**src/hdl/ipdd_pkg.sv**
```systemverilog
// Shared types and constants for the IR pulse-distance decoder.
// No dependencies; every other file depends on this package.
package ipdd_pkg;

	localparam int DUR_W     = 16;
	localparam int CFG_W     = 16;
	localparam int CFG_IDX_W = 3;
	localparam int CODE_W    = 64;
	localparam int CNT_W     = 7;
	localparam int MaxBits   = 64;

	localparam logic [CFG_W-1:0] SYNC_MIN_RST  = 16'd4300;
	localparam logic [CFG_W-1:0] SYNC_MAX_RST  = 16'd4800;
	localparam logic [CFG_W-1:0] SHORT_MIN_RST = 16'd400;
	localparam logic [CFG_W-1:0] SHORT_MAX_RST = 16'd700;
	localparam logic [CFG_W-1:0] LONG_MIN_RST  = 16'd1500;
	localparam logic [CFG_W-1:0] LONG_MAX_RST  = 16'd1800;

	typedef enum logic [CFG_IDX_W-1:0] {
		REG_SYNC_MIN  = 3'd0,
		REG_SYNC_MAX  = 3'd1,
		REG_SHORT_MIN = 3'd2,
		REG_SHORT_MAX = 3'd3,
		REG_LONG_MIN  = 3'd4,
		REG_LONG_MAX  = 3'd5
	} reg_idx_t;

	typedef enum logic [2:0] {
		CLS_UNKNOWN    = 3'd0,
		CLS_SYNC_LOW   = 3'd1,
		CLS_SYNC_HIGH  = 3'd2,
		CLS_SHORT_LOW  = 3'd3,
		CLS_SHORT_HIGH = 3'd4,
		CLS_LONG_HIGH  = 3'd5
	} cls_t;

	typedef enum logic [1:0] {
		EV_NONE  = 2'd0,
		EV_START = 2'd1,
		EV_BIT   = 2'd2,
		EV_END   = 2'd3
	} ev_t;

	typedef struct packed {
		logic [CFG_W-1:0] sync_min;
		logic [CFG_W-1:0] sync_max;
		logic [CFG_W-1:0] short_min;
		logic [CFG_W-1:0] short_max;
		logic [CFG_W-1:0] long_min;
		logic [CFG_W-1:0] long_max;
	} win_cfg_t;

	typedef struct packed {
		ev_t               event_res;
		logic              bit_value;
		logic [CNT_W-1:0]  bit_count;
		logic [CODE_W-1:0] code_word;
		logic              overflow;
	} res_t;

endpackage

```
**src/hdl/ipdd_ifs.sv**
```systemverilog
// Valid/ready channel interfaces for the decoder's pulse input and result output.
// Depends on ipdd_pkg for field widths.
interface ipdd_pulse_if;
	logic                       valid;
	logic                       ready;
	logic [ipdd_pkg::DUR_W-1:0] duration;
	logic                       was_high;
	modport source(output valid, duration, was_high, input ready);
	modport sink(input valid, duration, was_high, output ready);
endinterface

interface ipdd_result_if;
	logic                        valid;
	logic                        ready;
	logic [1:0]                  event_res;
	logic                        bit_value;
	logic [ipdd_pkg::CNT_W-1:0]  bit_count;
	logic [ipdd_pkg::CODE_W-1:0] code_word;
	logic                        overflow;
	modport source(output valid, event_res, bit_value, bit_count, code_word, overflow,
		input ready);
	modport sink(input valid, event_res, bit_value, bit_count, code_word, overflow,
		output ready);
endinterface

```
**src/hdl/ipdd_cfg_regs.sv**
```systemverilog
// Window configuration registers of the decoder, written through a plain write port.
// Depends on ipdd_pkg.
module ipdd_cfg_regs (
	input  logic                           clk,
	input  logic                           arst_n,
	input  logic                           cfg_we,
	input  logic [ipdd_pkg::CFG_IDX_W-1:0] cfg_index,
	input  logic [ipdd_pkg::CFG_W-1:0]     cfg_wdata,
	output ipdd_pkg::win_cfg_t             win
);
	import ipdd_pkg::*;

	win_cfg_t win_q;

	always_ff @(posedge clk or negedge arst_n) begin
		if (!arst_n) begin
			win_q.sync_min  <= SYNC_MIN_RST;
			win_q.sync_max  <= SYNC_MAX_RST;
			win_q.short_min <= SHORT_MIN_RST;
			win_q.short_max <= SHORT_MAX_RST;
			win_q.long_min  <= LONG_MIN_RST;
			win_q.long_max  <= LONG_MAX_RST;
		end else if (cfg_we) begin
			// indexes past the last register are dropped
			unique case (cfg_index)
				REG_SYNC_MIN:  win_q.sync_min  <= cfg_wdata;
				REG_SYNC_MAX:  win_q.sync_max  <= cfg_wdata;
				REG_SHORT_MIN: win_q.short_min <= cfg_wdata;
				REG_SHORT_MAX: win_q.short_max <= cfg_wdata;
				REG_LONG_MIN:  win_q.long_min  <= cfg_wdata;
				REG_LONG_MAX:  win_q.long_max  <= cfg_wdata;
				default: ;
			endcase
		end
	end

	assign win = win_q;

endmodule

```
**src/hdl/ipdd_classify.sv**
```systemverilog
// Sorts one interval into sync / short / long classes by open windows.
// Depends on ipdd_pkg.
module ipdd_classify (
	input  logic [ipdd_pkg::DUR_W-1:0] duration,
	input  logic                       was_high,
	input  ipdd_pkg::win_cfg_t         win,
	output ipdd_pkg::cls_t             cls
);
	import ipdd_pkg::*;

	logic in_sync, in_short, in_long;

	assign in_sync  = (duration > win.sync_min)  && (duration < win.sync_max);
	assign in_short = (duration > win.short_min) && (duration < win.short_max);
	assign in_long  = (duration > win.long_min)  && (duration < win.long_max);

	// first matching window wins; a long low is unknown
	always_comb begin
		priority if (in_sync)
			cls = was_high ? CLS_SYNC_HIGH : CLS_SYNC_LOW;
		else if (in_short)
			cls = was_high ? CLS_SHORT_HIGH : CLS_SHORT_LOW;
		else if (in_long && was_high)
			cls = CLS_LONG_HIGH;
		else
			cls = CLS_UNKNOWN;
	end

endmodule

```
**src/hdl/ipdd_frame.sv**
```systemverilog
// Frame tracker: holds frame state, builds the result for the current interval
// and commits the new state when the item moves into the result register. Depends on ipdd_pkg.
module ipdd_frame (
	input  logic           clk,
	input  logic           arst_n,
	input  logic           adv,
	input  ipdd_pkg::cls_t cls,
	output ipdd_pkg::res_t res
);
	import ipdd_pkg::*;

	logic              in_frame_q, in_frame_d;
	cls_t              last_cls_q;
	logic [CNT_W-1:0]  count_q, count_d;
	logic [CODE_W-1:0] code_q, code_d;
	logic              is_bit, bit_v, ends;
	logic [5:0]        bit_pos;

	always_comb begin
		in_frame_d    = in_frame_q;
		count_d       = count_q;
		code_d        = code_q;
		res.event_res = EV_NONE;
		res.bit_value = 1'b0;
		res.overflow  = 1'b0;
		is_bit        = (last_cls_q == CLS_SHORT_LOW) &&
			(cls == CLS_LONG_HIGH || cls == CLS_SHORT_HIGH);
		bit_v         = (cls == CLS_LONG_HIGH);
		ends          = !(cls == CLS_SHORT_LOW || cls == CLS_SHORT_HIGH ||
			cls == CLS_LONG_HIGH);
		// first bit lands in the MSB: position is 63 - count
		bit_pos       = ~count_q[5:0];
		if (!in_frame_q) begin
			if (cls == CLS_SYNC_HIGH && last_cls_q == CLS_SYNC_LOW) begin
				in_frame_d    = 1'b1;
				count_d       = '0;
				code_d        = '0;
				res.event_res = EV_START;
			end
		end else if (is_bit) begin
			if (count_q < CNT_W'(MaxBits)) begin
				code_d[bit_pos] = code_q[bit_pos] | bit_v;
				count_d         = count_q + CNT_W'(1);
				res.event_res   = EV_BIT;
				res.bit_value   = bit_v;
			end else begin
				res.overflow = 1'b1;
			end
		end else if (ends) begin
			// code keeps the finished frame for the ending result
			in_frame_d    = 1'b0;
			count_d       = '0;
			res.event_res = EV_END;
		end
		res.bit_count = count_d;
		res.code_word = code_d;
	end

	always_ff @(posedge clk or negedge arst_n) begin
		if (!arst_n) begin
			in_frame_q <= 1'b0;
			last_cls_q <= CLS_UNKNOWN;
			count_q    <= '0;
			code_q     <= '0;
		end else if (adv) begin
			in_frame_q <= in_frame_d;
			last_cls_q <= cls;
			count_q    <= count_d;
			code_q     <= code_d;
		end
	end

endmodule

```
**src/hdl/ir_pulse_distance_decoder.sv**
```systemverilog
// Top level of the IR pulse-distance decoder: input register, classifier,
// frame tracker and result register. Depends on ipdd_pkg, ipdd_ifs and the ipdd_* modules.
//
// Usage:
//   pulse  : one transfer per ended line interval (duration in us, was_high).
//   result : one transfer per pulse item: event (none/start/bit/end), bit value,
//            bit count, 64-bit code word (first bit in the MSB) and overflow flag.
//   cfg    : cfg_we/cfg_index/cfg_wdata write the six window bounds
//            (sync, short, long; min then max; exclusive). Write only while idle.
// Path: a pulse passes two registers, the input stage and then the result register;
//   classify and frame update sit between them.
// Throughput: one item per cycle while result.ready is high; pulse.ready stays high while the result register
//   is empty or being drained, so the input stage and the result register each hold an item.
// Reset: arst_n clears both stages, closes any frame, zeroes count and code and
//   loads the default windows 4300-4800, 400-700, 1500-1800 us.
// Stall: while result.ready is low the result holds; the input stage takes one more
//   item and then pulse.ready drops until the result is taken.
module ir_pulse_distance_decoder (
	input  logic                           clk,
	input  logic                           arst_n,
	ipdd_pulse_if.sink                     pulse,
	ipdd_result_if.source                  result,
	input  logic                           cfg_we,
	input  logic [ipdd_pkg::CFG_IDX_W-1:0] cfg_index,
	input  logic [ipdd_pkg::CFG_W-1:0]     cfg_wdata
);
	import ipdd_pkg::*;

	logic             vld_s1;
	logic [DUR_W-1:0] dur_s1;
	logic             high_s1;
	logic             vld_s2;
	res_t             res_s2;
	res_t             res_nxt;
	win_cfg_t         win;
	cls_t             cls;
	logic             adv;

	// the s1 item moves into the result register when that register is free or draining
	assign adv         = vld_s1 && (!vld_s2 || result.ready);
	assign pulse.ready = !vld_s1 || adv;

	always_ff @(posedge clk or negedge arst_n) begin
		if (!arst_n) begin
			vld_s1 <= 1'b0;
			vld_s2 <= 1'b0;
		end else begin
			if (pulse.ready)
				vld_s1 <= pulse.valid;
			if (adv)
				vld_s2 <= 1'b1;
			else if (result.ready)
				vld_s2 <= 1'b0;
		end
	end

	always_ff @(posedge clk) begin
		if (pulse.ready && pulse.valid) begin
			dur_s1  <= pulse.duration;
			high_s1 <= pulse.was_high;
		end
		if (adv)
			res_s2 <= res_nxt;
	end

	ipdd_cfg_regs u_cfg (
		.clk       (clk),
		.arst_n    (arst_n),
		.cfg_we    (cfg_we),
		.cfg_index (cfg_index),
		.cfg_wdata (cfg_wdata),
		.win       (win)
	);

	ipdd_classify u_cls (
		.duration (dur_s1),
		.was_high (high_s1),
		.win      (win),
		.cls      (cls)
	);

	ipdd_frame u_frame (
		.clk    (clk),
		.arst_n (arst_n),
		.adv    (adv),
		.cls    (cls),
		.res    (res_nxt)
	);

	assign result.valid     = vld_s2;
	assign result.event_res = res_s2.event_res;
	assign result.bit_value = res_s2.bit_value;
	assign result.bit_count = res_s2.bit_count;
	assign result.code_word = res_s2.code_word;
	assign result.overflow  = res_s2.overflow;

endmodule
```
**src/flat_wrapper.sv**
```systemverilog
// flat-port wrapper written by rule: the top's interface ports become plain ports
module ir_pulse_distance_decoder_flat import ipdd_pkg::*;
  (clk, arst_n, cfg_we, cfg_index, cfg_wdata, pulse_valid, pulse_duration, pulse_was_high, pulse_ready, result_valid, result_event_res, result_bit_value, result_bit_count, result_code_word, result_overflow, result_ready);
  ipdd_pulse_if pulse_i ();
  ipdd_result_if result_i ();
  input  logic clk;
  input  logic arst_n;
  input  logic cfg_we;
  input  logic [ipdd_pkg::CFG_IDX_W-1:0] cfg_index;
  input  logic [ipdd_pkg::CFG_W-1:0] cfg_wdata;
  input wire logic [$bits(pulse_i.valid)-1:0] pulse_valid;
  input wire logic [$bits(pulse_i.duration)-1:0] pulse_duration;
  input wire logic [$bits(pulse_i.was_high)-1:0] pulse_was_high;
  output wire logic [$bits(pulse_i.ready)-1:0] pulse_ready;
  output wire logic [$bits(result_i.valid)-1:0] result_valid;
  output wire logic [$bits(result_i.event_res)-1:0] result_event_res;
  output wire logic [$bits(result_i.bit_value)-1:0] result_bit_value;
  output wire logic [$bits(result_i.bit_count)-1:0] result_bit_count;
  output wire logic [$bits(result_i.code_word)-1:0] result_code_word;
  output wire logic [$bits(result_i.overflow)-1:0] result_overflow;
  input wire logic [$bits(result_i.ready)-1:0] result_ready;
  assign pulse_i.valid = pulse_valid;
  assign pulse_i.duration = pulse_duration;
  assign pulse_i.was_high = pulse_was_high;
  assign pulse_ready = pulse_i.ready;
  assign result_valid = result_i.valid;
  assign result_event_res = result_i.event_res;
  assign result_bit_value = result_i.bit_value;
  assign result_bit_count = result_i.bit_count;
  assign result_code_word = result_i.code_word;
  assign result_overflow = result_i.overflow;
  assign result_i.ready = result_ready;
  ir_pulse_distance_decoder u_core (.clk(clk), .arst_n(arst_n), .pulse(pulse_i), .result(result_i), .cfg_we(cfg_we), .cfg_index(cfg_index), .cfg_wdata(cfg_wdata));
endmodule
```
**config.mk**
```make
export PLATFORM = sky130hd
export DESIGN_NAME = ir_pulse_distance_decoder_flat
export DESIGN_NICKNAME = d
export VERILOG_FILES = /design/src/hdl/ipdd_pkg.sv /design/src/hdl/ipdd_ifs.sv /design/src/hdl/ipdd_cfg_regs.sv /design/src/hdl/ipdd_classify.sv /design/src/hdl/ipdd_frame.sv /design/src/hdl/ir_pulse_distance_decoder.sv /design/src/flat_wrapper.sv
export SDC_FILE = /design/constraint.sdc
export NUM_CORES = 1
export LEC_CHECK = 0
export BUFFER_PORTS_ARGS = -buffer_cell sky130_fd_sc_hd__buf_4
export CORE_UTILIZATION = 65
export CTS_CLUSTER_SIZE = 8
export DETAILED_ROUTE_END_ITERATION = 8
export PLACE_DENSITY = 0.93
export SYNTH_ARGS = -nofsm -noshare
export SYNTH_HDL_FRONTEND = slang
export SYNTH_SLANG_ARGS = --single-unit
export TNS_END_PERCENT = 50
```
**constraint.sdc**
```tcl
create_clock -name clk -period 7.05 [get_ports clk]
set_input_delay 0.705 -clock clk [delete_from_list [all_inputs] [get_ports clk]]
set_output_delay 0.705 -clock clk [all_outputs]
set_load 0.02 [all_outputs]
```
Word level (Yosys, flattened, before mapping)
Cells that the tools add are included.
Widths: inputs -> output; s select.
{"block": "totals", "register_bits": 265, "out_inout_bits": 77, "wordCells": 99}
{"block": "classes", "n_addsub": 1, "order_cmp": 9, "n_eq_ne": 11, "n_mux": 31, "n_bitwise": 2, "reduce_logical": 26}
{"cell": "$mux 64", "count": 4}
{"cell": "$bwmux 64", "count": 1}
{"cell": "$gt 16x16->1", "count": 3}
{"cell": "$lt 16x16->1", "count": 3}
{"cell": "$mux 7", "count": 5}
{"cell": "$eq 3x2->1 const B", "count": 5}
{"cell": "$mux 3", "count": 5}
{"cell": "$reduce_and 2->1", "count": 7}
{"cell": "$eq 3x3->1 const B", "count": 4}
{"cell": "$mux 1", "count": 10}
{"cell": "$logic_and 1x1->1", "count": 9}
{"cell": "$mux 2", "count": 4}
{"cell": "$add 7x1->7 const B", "count": 1}
{"cell": "$lt 6x7->1 const B", "count": 1}
{"cell": "$lt 7x7->1 const B", "count": 1}
{"cell": "$bmux 1 s6", "count": 1}
{"cell": "$demux 1 s6", "count": 1}
{"cell": "$eq 3x1->1 const B", "count": 2}
{"cell": "$ge 6x1->1 const B", "count": 1}
{"cell": "$not 6->6", "count": 1}
{"cell": "$logic_or 1x1->1", "count": 5}
{"cell": "$logic_not 3->1", "count": 1}
{"cell": "$reduce_and 3->1", "count": 1}
{"cell": "$logic_not 1->1", "count": 2}
{"cell": "other kinds (2)", "count": 2}

Depth between registers and ports, before layout
Gate-level depths: netlist of run 1.
{"block": "logic_depth", "word_depth": 12, "mapped_depth": 13, "depth_no_buf": 10}

Cells and area by module
Synthesis of run 1 repeated with hierarchy kept, for this count alone.
{"block": "hier_totals", "hier_cells": 1406, "area_unflattened_um2": 14841.7}
{"mod": "ipdd_frame", "n_inst": 1, "cells_per_inst": 765, "area_per_inst_um2": 5890.6, "seq_area_each_um2": 1876.8}
{"mod": "ipdd_cfg_regs", "n_inst": 1, "cells_per_inst": 208, "area_per_inst_um2": 3714.8, "seq_area_each_um2": 2438.6}
{"mod": "ir_pulse_distance_decoder", "n_inst": 1, "cells_per_inst": 100, "area_per_inst_um2": 2866.5, "seq_area_each_um2": 2812.7}
{"mod": "ipdd_classify", "n_inst": 1, "cells_per_inst": 333, "area_per_inst_um2": 2369.8, "seq_area_each_um2": 0.0}

Worst setup path after synthesis of run 1
Ideal clock, no wire load.
{"block": "synth_timing", "path_type": "input-to-reg", "startpoint": "input result_ready", "endpoint": "register u_core.u_frame.code_q[47]", "arrival_time_ps": 3305, "setup_slack_ps": 3619, "stages": 9, "n_path_buf": 3, "path_cell_list": "nand2b_1 nand2_1 inv_1 nand2b_1 clkbuf_1 clkbuf_1 clkbuf_1 a21oi_1 a21oi_1"}
{"block": "synth_between", "elab_chain_cells": 2}
{"element": "start: declaration", "line_no": "flat_wrapper.sv:21", "source": "input wire logic [$bits(result_i.ready)-1:0] result_ready;"}
{"element": "$logic_or 1x1->1", "line_no": "ir_pulse_distance_decoder.sv:40", "source": "assign adv = vld_s1 && (!vld_s2 || result.ready);"}
{"element": "$logic_and 1x1->1", "line_no": "ir_pulse_distance_decoder.sv:40"}
{"element": "named net u_core.adv", "line_no": "ir_pulse_distance_decoder.sv:37", "source": "logic adv;"}
{"element": "end signal: assignment", "line_no": "ipdd_frame.sv:69", "source": "code_q <= code_d;"}
{"element": "end: declaration", "line_no": "ipdd_frame.sv:15", "source": "logic [CODE_W-1:0] code_q, code_d;"}
The timed path passes the listed nets, and every way through them passes these cells.
A chain may end at the register's enable or synchronous reset.

==> flow_metrics.env, run 1 <==
export IMPL_outcome="finished clean"
export IMPL_path_clk_slew_ns=0.05
export IMPL_yosysUniqueCellTypes=67
export IMPL_criticalPathCategory="flip-flop to flip-flop"
export IMPL_cts_setup_buffers=0
export IMPL_n_fill_cell=1446
export IMPL_die_h_um=154
export IMPL_post_route_drc_count=0
export IMPL_synth_area_leader_cell="dfrtp_1"
export IMPL_drt_iter0_markers=2033
export IMPL_leakage_nw=7.33
export IMPL_report_final_slew_viol_count=0
export IMPL_htree_levels=2
export IMPL_cts_buffers=39
export IMPL_seq_area_frac_synth_pct=47.8
export IMPL_hold_viol=0
export IMPL_worst_pin_slew_ns=1.22
export IMPL_wl_per_cell_um=22.5
export IMPL_min_period_ns=5.01
export IMPL_grt_usage_pct=36.1
export IMPL_combPwrFrac_pct=27.9
export IMPL_worst_hold_slack_ns=0.285
export IMPL_fin_ws_ns=2.04
export IMPL_grt_pass1_wl_mm=67.0
export IMPL_synth_edf_count=92
export IMPL_synth_area_leaders="dfrtp_1, edfxtp_1, a21oi_1"
export IMPL_setup_viol=0
export IMPL_worstPathRequired_ns=7.29
export IMPL_fin_skew_ns=0.0320
export IMPL_nets=1718
export IMPL_rr_startpoint="u_core.u_cfg.win[34]$_DFFE_PN1P_"
export IMPL_tns_ns=0
export IMPL_dr_pass1_iters=7
export IMPL_async_flop_share_pct=65.3
export IMPL_hold_buffers=0
export IMPL_die_area_um2=23600
export IMPL_syn_inst=1503
export IMPL_p_seq_share_pct=38.8
export IMPL_grt_pass1_vias=12500
export IMPL_start_util_pct=66.1
export IMPL_port_buffers=117
export IMPL_worstPathArrival_ns=5.25
export IMPL_p_int_mw=3.35
export IMPL_vdd_drop_max_mv=0.256
export IMPL_yosys_warnings=0
export IMPL_ctsResizeCount=0
export IMPL_grt_max_degree=102
export IMPL_setup_worst_path_start="u_core.u_cfg.win[34]$_DFFE_PN1P_"
export IMPL_post_dp_hpwl_mm=26.2
export IMPL_synth_seq_cells=265
export IMPL_postRouteAntennaNets=0
export IMPL_rsz0062_at_grt="no"
export IMPL_syn_avg_cell_area_um2=9.93
export IMPL_io_pins=118
export IMPL_relSlewSlack_pct=18.4
export IMPL_min_path_type="input pin to async pin"
export IMPL_period_share_pct=71.1
export IMPL_cp_max_fo=53
export IMPL_cap_viol_max_count=0
export IMPL_seqCellArea_um2=7130
export IMPL_core_area_um2=22600
export IMPL_synth_top_area_share_pct=24.1
export IMPL_cp_start_kind="flip-flop"
export IMPL_clock_sinks=265
export IMPL_cts_max_path_buffers=3
export IMPL_max_freq_ghz=0.199
export IMPL_overflow=0
export IMPL_fp_dieW_um=154
export IMPL_switchingPower_mw=1.76
export IMPL_num_rows=55
export IMPL_cts_root_buffer_cell="clkbuf_16"
export IMPL_syn_area_um2=14900
export IMPL_clock_latency_ns=0.52
export IMPL_cts_tree="done"
export IMPL_dp_slack_ns=2.25
export IMPL_antenna_diode_count=0
export IMPL_area_growth_pct=13.9
export IMPL_num_vias=13200
export IMPL_vias_per_cell=6.94
export IMPL_drive_gt1_share_pct=16.7
export IMPL_multi_input_area_um2=7010
export IMPL_synth_ff_type="dfrtp_1"
export IMPL_clkPwrFrac_pct=33.3
export IMPL_wl_mm=42.7
export IMPL_antenna_found_initial=0
export IMPL_p_per_area_nw_per_um2=300
export IMPL_place_gp_congestion=0.936
export IMPL_syn_nets=1638
export IMPL_endpoint_kind="flip-flop"
export IMPL_netSwitchingFraction_pct=34.4
placed cells by master, fill, tap and decap left out, drive strengths merged, types with 4 or more instances in the layout:
cell / Yosys / final
nand2: 160 / 160
nand2b: 9 / 9
dfstp: 29 / 29
mux4: 4 / 4
nand4: 23 / 23
a2bb2oi: 122 / 122
inv: 101 / 102
a22oi: 7 / 7
o21ai: 77 / 77
nor3: 11 / 11
a21o: 8 / 8
dfrtp: 144 / 144
edfxtp: 92 / 92
mux2: 42 / 42
buf: 32 / 135
nor2: 26 / 26
a221oi: 5 / 5
and3: 9 / 9
nor3b: 4 / 4
nor2b: 15 / 15
or3: 4 / 4
ha: 94 / 94
a31oi: 16 / 16
and4: 4 / 4
clkbuf: 64 / 66
a2111oi: 5 / 5
nand3: 22 / 22
o211ai: 6 / 6
a211oi: 10 / 10
a21oi: 296 / 296
o31ai: 5 / 5
a32oi: 4 / 4
nor4: 5 / 5
synthesized netlist by cell type, drive strengths merged, types with 4 or more instances:
library cell,count
edfxtp,92
nand4,23
a32oi,4
nor2b,15
inv,101
and4,4
nand2b,9
a21o,8
a221oi,5
a21oi,296
dfstp,29
a2111oi,5
a31oi,16
a2bb2oi,122
nor2,26
clkbuf,64
mux4,4
a22oi,7
nor3,11
mux2,42
ha,94
and3,9
buf,32
nand2,160
a211oi,10
or3,4
dfrtp,144
nor3b,4
nor4,5
o21ai,77
nand3,22
o211ai,6
o31ai,5
worst max-delay path, stage by stage (launching register included):
cell	delay [ns]
dfstp_2	0.52
inv_1	0.04
ha_1	0.31
a211o_1	0.31
a31oi_1	0.14
o311ai_1	0.16
a21oi_1	0.31
nand4b_1	0.37
a2111o_2	0.93
a21oi_4	0.98
buf_4	0.48
a21oi_1	0.16
registers in the layout (all words and copies together), names as in the netlist, 2 cells and up:
signal and flops:
u_core.u_cfg.win 96, u_core.result.code_word 64, u_core.u_frame.code_q 64, u_core.dur_s1 16, u_core.result.bit_count 7, u_core.u_frame.count_q 7
u_core.u_frame.last_cls_q 3, u_core.result.event_res 2
metal layers:
layer / share of wire, % / global-route usage, %
met3: 12 / 8.00
met4: 4.3 / 14.9
met1: 38 / 49.9
met2: 46 / 55.6
met5: 0 / 0
per-stage QoR:
step,power [mW],util (%),area [um^2],cells
global placement,3.28,70.4,15900,1827
finish,5.10,75.3,17000,1895
floorplan,2.89,-,14900,1503
detailed placement,3.34,70.4,15900,1827
CTS,5.05,75.3,17000,1895
global route,5.29,75.3,17000,1895
final timing paths:
kind / to / slack [ns] / cells after the start
max: u_core.result.code_word[3]$_DFFE_PP_ / 2.04 / 11
min: u_core.u_cfg.win[6]$_DFFE_PN0P_ / 0.28 / 1
max reg2reg: u_core.result.code_word[3]$_DFFE_PP_ / 2.04 / 11
min reg2reg: u_core.result.valid$_DFFE_PN0P_ / 0.50 / 1
max in group asynchronous: u_core.u_frame.code_q[59]$_DFFE_PN0P_ / 5.19 / 2
min in group clk: u_core.dur_s1[1]$_DFFE_PP_ / 0.36 / 1
cell type report:
type,count,area share (%)
multi-input cells,1039,41.3
clock buffers,66,6.34
inverters,103,2.28
well taps,285,2.10
repair buffers,135,5.99
flip-flops and latches,265,41.9
clock inverters,2,0.103
power groups by stage:
stage	Combinational [mW]	Clock, mW	Sequential [mW]
3_3_place_gp	1.29	0	1.98
6_report	1.42	1.70	1.98
2_1_floorplan	0.915	0	1.97
3_5_place_dp	1.35	0	1.99
4_1_cts	1.38	1.70	1.97
5_1_grt	1.53	1.77	2.00
logic make-up after synthesis:
kind of cell / share of synthesized area, %
flip-flops: 47.8
adder cells (fa/ha/maj): 7.88
AO/OA/AOI/OAI: 24.7
AND/OR/NAND/NOR: 10.1
buffers and inverters: 5.50
multiplexers: 3.97
Note: power is estimated with default switching activity, not from simulation.
==> run 2, diff against run 1 <==
--- a/config.mk
+++ b/config.mk
@@ -6,10 +6,10 @@
 export NUM_CORES = 1
 export LEC_CHECK = 0
 export BUFFER_PORTS_ARGS = -buffer_cell sky130_fd_sc_hd__buf_4
-export CORE_UTILIZATION = 65
+export CORE_UTILIZATION = 61
 export CTS_CLUSTER_SIZE = 8
 export DETAILED_ROUTE_END_ITERATION = 8
-export PLACE_DENSITY = 0.93
+export PLACE_DENSITY = 0.89
 export SYNTH_ARGS = -nofsm -noshare
 export SYNTH_HDL_FRONTEND = slang
 export SYNTH_SLANG_ARGS = --single-unit
==> constraint.sdc (replaced) <==
create_clock -name clk -period 4.8 [get_ports clk]
set_input_delay 0.48 -clock clk [delete_from_list [all_inputs] [get_ports clk]]
set_output_delay 0.48 -clock clk [all_outputs]
set_load 0.02 [all_outputs]
==> flow_metrics.env, run 2 (synthesis gave the netlist of run 1 again) <==
export IMPL_io_pins=118
export IMPL_fp_dieW_um=158
export IMPL_endpoint_kind="flip-flop"
export IMPL_dr_pass1_iters=6
export IMPL_leakage_nw=7.42
export IMPL_num_vias=13100
export IMPL_final_cell_mix="a21oi_1, nand2_1, dfrtp_1"
export IMPL_critPathCapture="u_core.result.code_word[20]$_DFFE_PP_"
export IMPL_grt_pass1_wl_mm=66.7
export IMPL_relSlewSlack_pct=12.8
export IMPL_path_clk_slew_ns=0.05
export IMPL_p_seq_share_pct=38.7
export IMPL_place_gp_congestion=0.937
export IMPL_worstPathArrival_ns=4.41
export IMPL_hold_viol=7
export IMPL_fin_skew_ns=0.0227
export IMPL_cp_start_kind="flip-flop"
export IMPL_power_mw=7.57
export IMPL_min_period_ns=4.17
export IMPL_wl_mm=42.1
export IMPL_place_area_um2=16100
export IMPL_drive_gt1_share_pct=17.2
export IMPL_cts_max_path_buffers=3
export IMPL_die_h_um=158
export IMPL_cts_buffers=39
export IMPL_criticalPathCategory="flip-flop to flip-flop"
export IMPL_post_route_drc_count=0
export IMPL_p_per_area_nw_per_um2=440
export IMPL_die_area_um2=25100
export IMPL_grt_usage_pct=34.3
export IMPL_setup_worst_path_start="u_core.dur_s1[14]$_DFFE_PP_"
export IMPL_vias_per_cell=6.77
export IMPL_num_rows=56
export IMPL_nets=1727
export IMPL_htree_levels=2
export IMPL_final_common_cell="a21oi_1"
export IMPL_worst_pin_slew_ns=1.30
export IMPL_netSwitchingFraction_pct=34.3
export IMPL_timing_reg2reg_setup_slack_ns=0.63
export IMPL_cts_root_buffer_cell="clkbuf_16"
export IMPL_timing_rr_end="u_core.result.code_word[20]$_DFFE_PP_"
export IMPL_final_core_util_pct=72.5
export IMPL_switchingPower_mw=2.59
export IMPL_cts_tree="done"
export IMPL_post_dp_hpwl_mm=26.4
export IMPL_start_util_pct=62.8
export IMPL_drt_iter0_markers=1931
export IMPL_cts_setup_buffers=0
export IMPL_hold_buffers=0
export IMPL_combPwrFrac_pct=27.4
export IMPL_violations="negative hold slack"
export IMPL_ctsResizeCount=0
export IMPL_area_growth_pct=15.3
export IMPL_grt_pass1_vias=12500
export IMPL_core_area_um2=23800
export IMPL_final_area_um2=17200
export IMPL_outcome="finished, violations left"
export IMPL_cp_max_fo=30
export IMPL_largest_reg_flops=96
export IMPL_max_freq_ghz=0.240
export IMPL_report_final_slew_viol_count=0
export IMPL_tns_ns=0
export IMPL_wl_per_cell_um=21.7
export IMPL_clkPwrFrac_pct=33.9
export IMPL_clock_sinks=265
export IMPL_period_share_pct=86.8
export IMPL_antenna_found_initial=1
export IMPL_r2r_cells=10
export IMPL_p_int_mw=4.98
export IMPL_clock_latency_ns=0.53
export IMPL_postRouteAntennaNets=0
export IMPL_vdd_drop_max_mv=0.302
export IMPL_grt_max_degree=96
export IMPL_min_path_type="input pin to async pin"
export IMPL_worstPathRequired_ns=5.04
export IMPL_cap_viol_max_count=0
export IMPL_overflow=0
export IMPL_antenna_diode_count=0
export IMPL_port_buffers=117
export IMPL_rsz0062_at_grt="no"
export IMPL_setup_viol=0
export IMPL_worst_hold_slack_ns=-0.00583
export IMPL_rr_startpoint="u_core.dur_s1[14]$_DFFE_PP_"
[run 2: changes by cell type in the layout (fill, tap and decap cells not counted), moves of 2 or more]
cell      change
buf_4         +4
clkbuf_1      +2
nor3_2        -2
buf_12        +5
nor3_1        +2
[run 2: final cells by class]
class | instances | area (um^2)
clock buffers | 69 | 1110
fillers | 1552 | 6540
clock inverters | 3 | 33.8
well taps | 319 | 399
inverters | 103 | 387
multi-input cells | 1039 | 7010
repair buffers | 144 | 1150
flip-flops and latches | 265 | 7130
[run 2: worst max-delay path, cell delays in order (launching register included)]
cell       delay [ns]
edfxtp_1         0.54
ha_1             0.39
nand4_1          0.17
or3_1            0.41
a21o_1           0.17
o211a_1          0.15
nor2_1           0.63
a2111o_2         0.62
buf_4            0.43
a2bb2oi_1        0.27
a21oi_1          0.09
[run 2: metrics by stage]
stage | worst slack (ns) | hold slack, ns | instances
after detailed placement | 0.797 | 0.490 | 1870
final | 0.632 | -0.00583 | 1942
after global routing | 0.483 | 0.0530 | 1942
after global placement | 0.865 | 0.470 | 1870
after floorplan | 1.58 | 0.184 | 1503
after CTS | 0.723 | 0.0173 | 1942
[run 2: worst min path at each step]
stage	from	to	depth (start not counted)
2_1_floorplan	arst_n	u_core.result.valid$_DFFE_PN0P_	0
3_3_place_gp	u_core.vld_s1$_DFFE_PN0N_	u_core.result.valid$_DFFE_PN0P_	1
3_5_place_dp	u_core.u_cfg.win[0]$_DFFE_PN0P_	u_core.u_cfg.win[0]$_DFFE_PN0P_	1
4_1_cts	arst_n	u_core.u_cfg.win[53]$_DFFE_PN0P_	1
5_1_grt	arst_n	u_core.u_cfg.win[53]$_DFFE_PN0P_	1
6_report	arst_n	u_core.u_cfg.win[53]$_DFFE_PN0P_	1
[run 2: power groups by stage]
stage	Sequential, mW	Clock [mW]	Combinational (mW)
floorplan	2.90	0	1.34
CTS	2.92	2.58	2.01
global route	2.95	2.66	2.23
finish	2.93	2.57	2.07
global placement	2.93	0	1.91
detailed placement	2.95	0	1.98
[run 2: layer usage]
layer / GRT usage (%) / wire length (um) / up-vias
li1: - / - / 5784
met1: 47.4 / 16200 / 6228
met2: 53.1 / 19300 / 984
met3: 7.35 / 5220 / 146
met4: 13.0 / 1350 / 2
met5: 0 / 13 / -
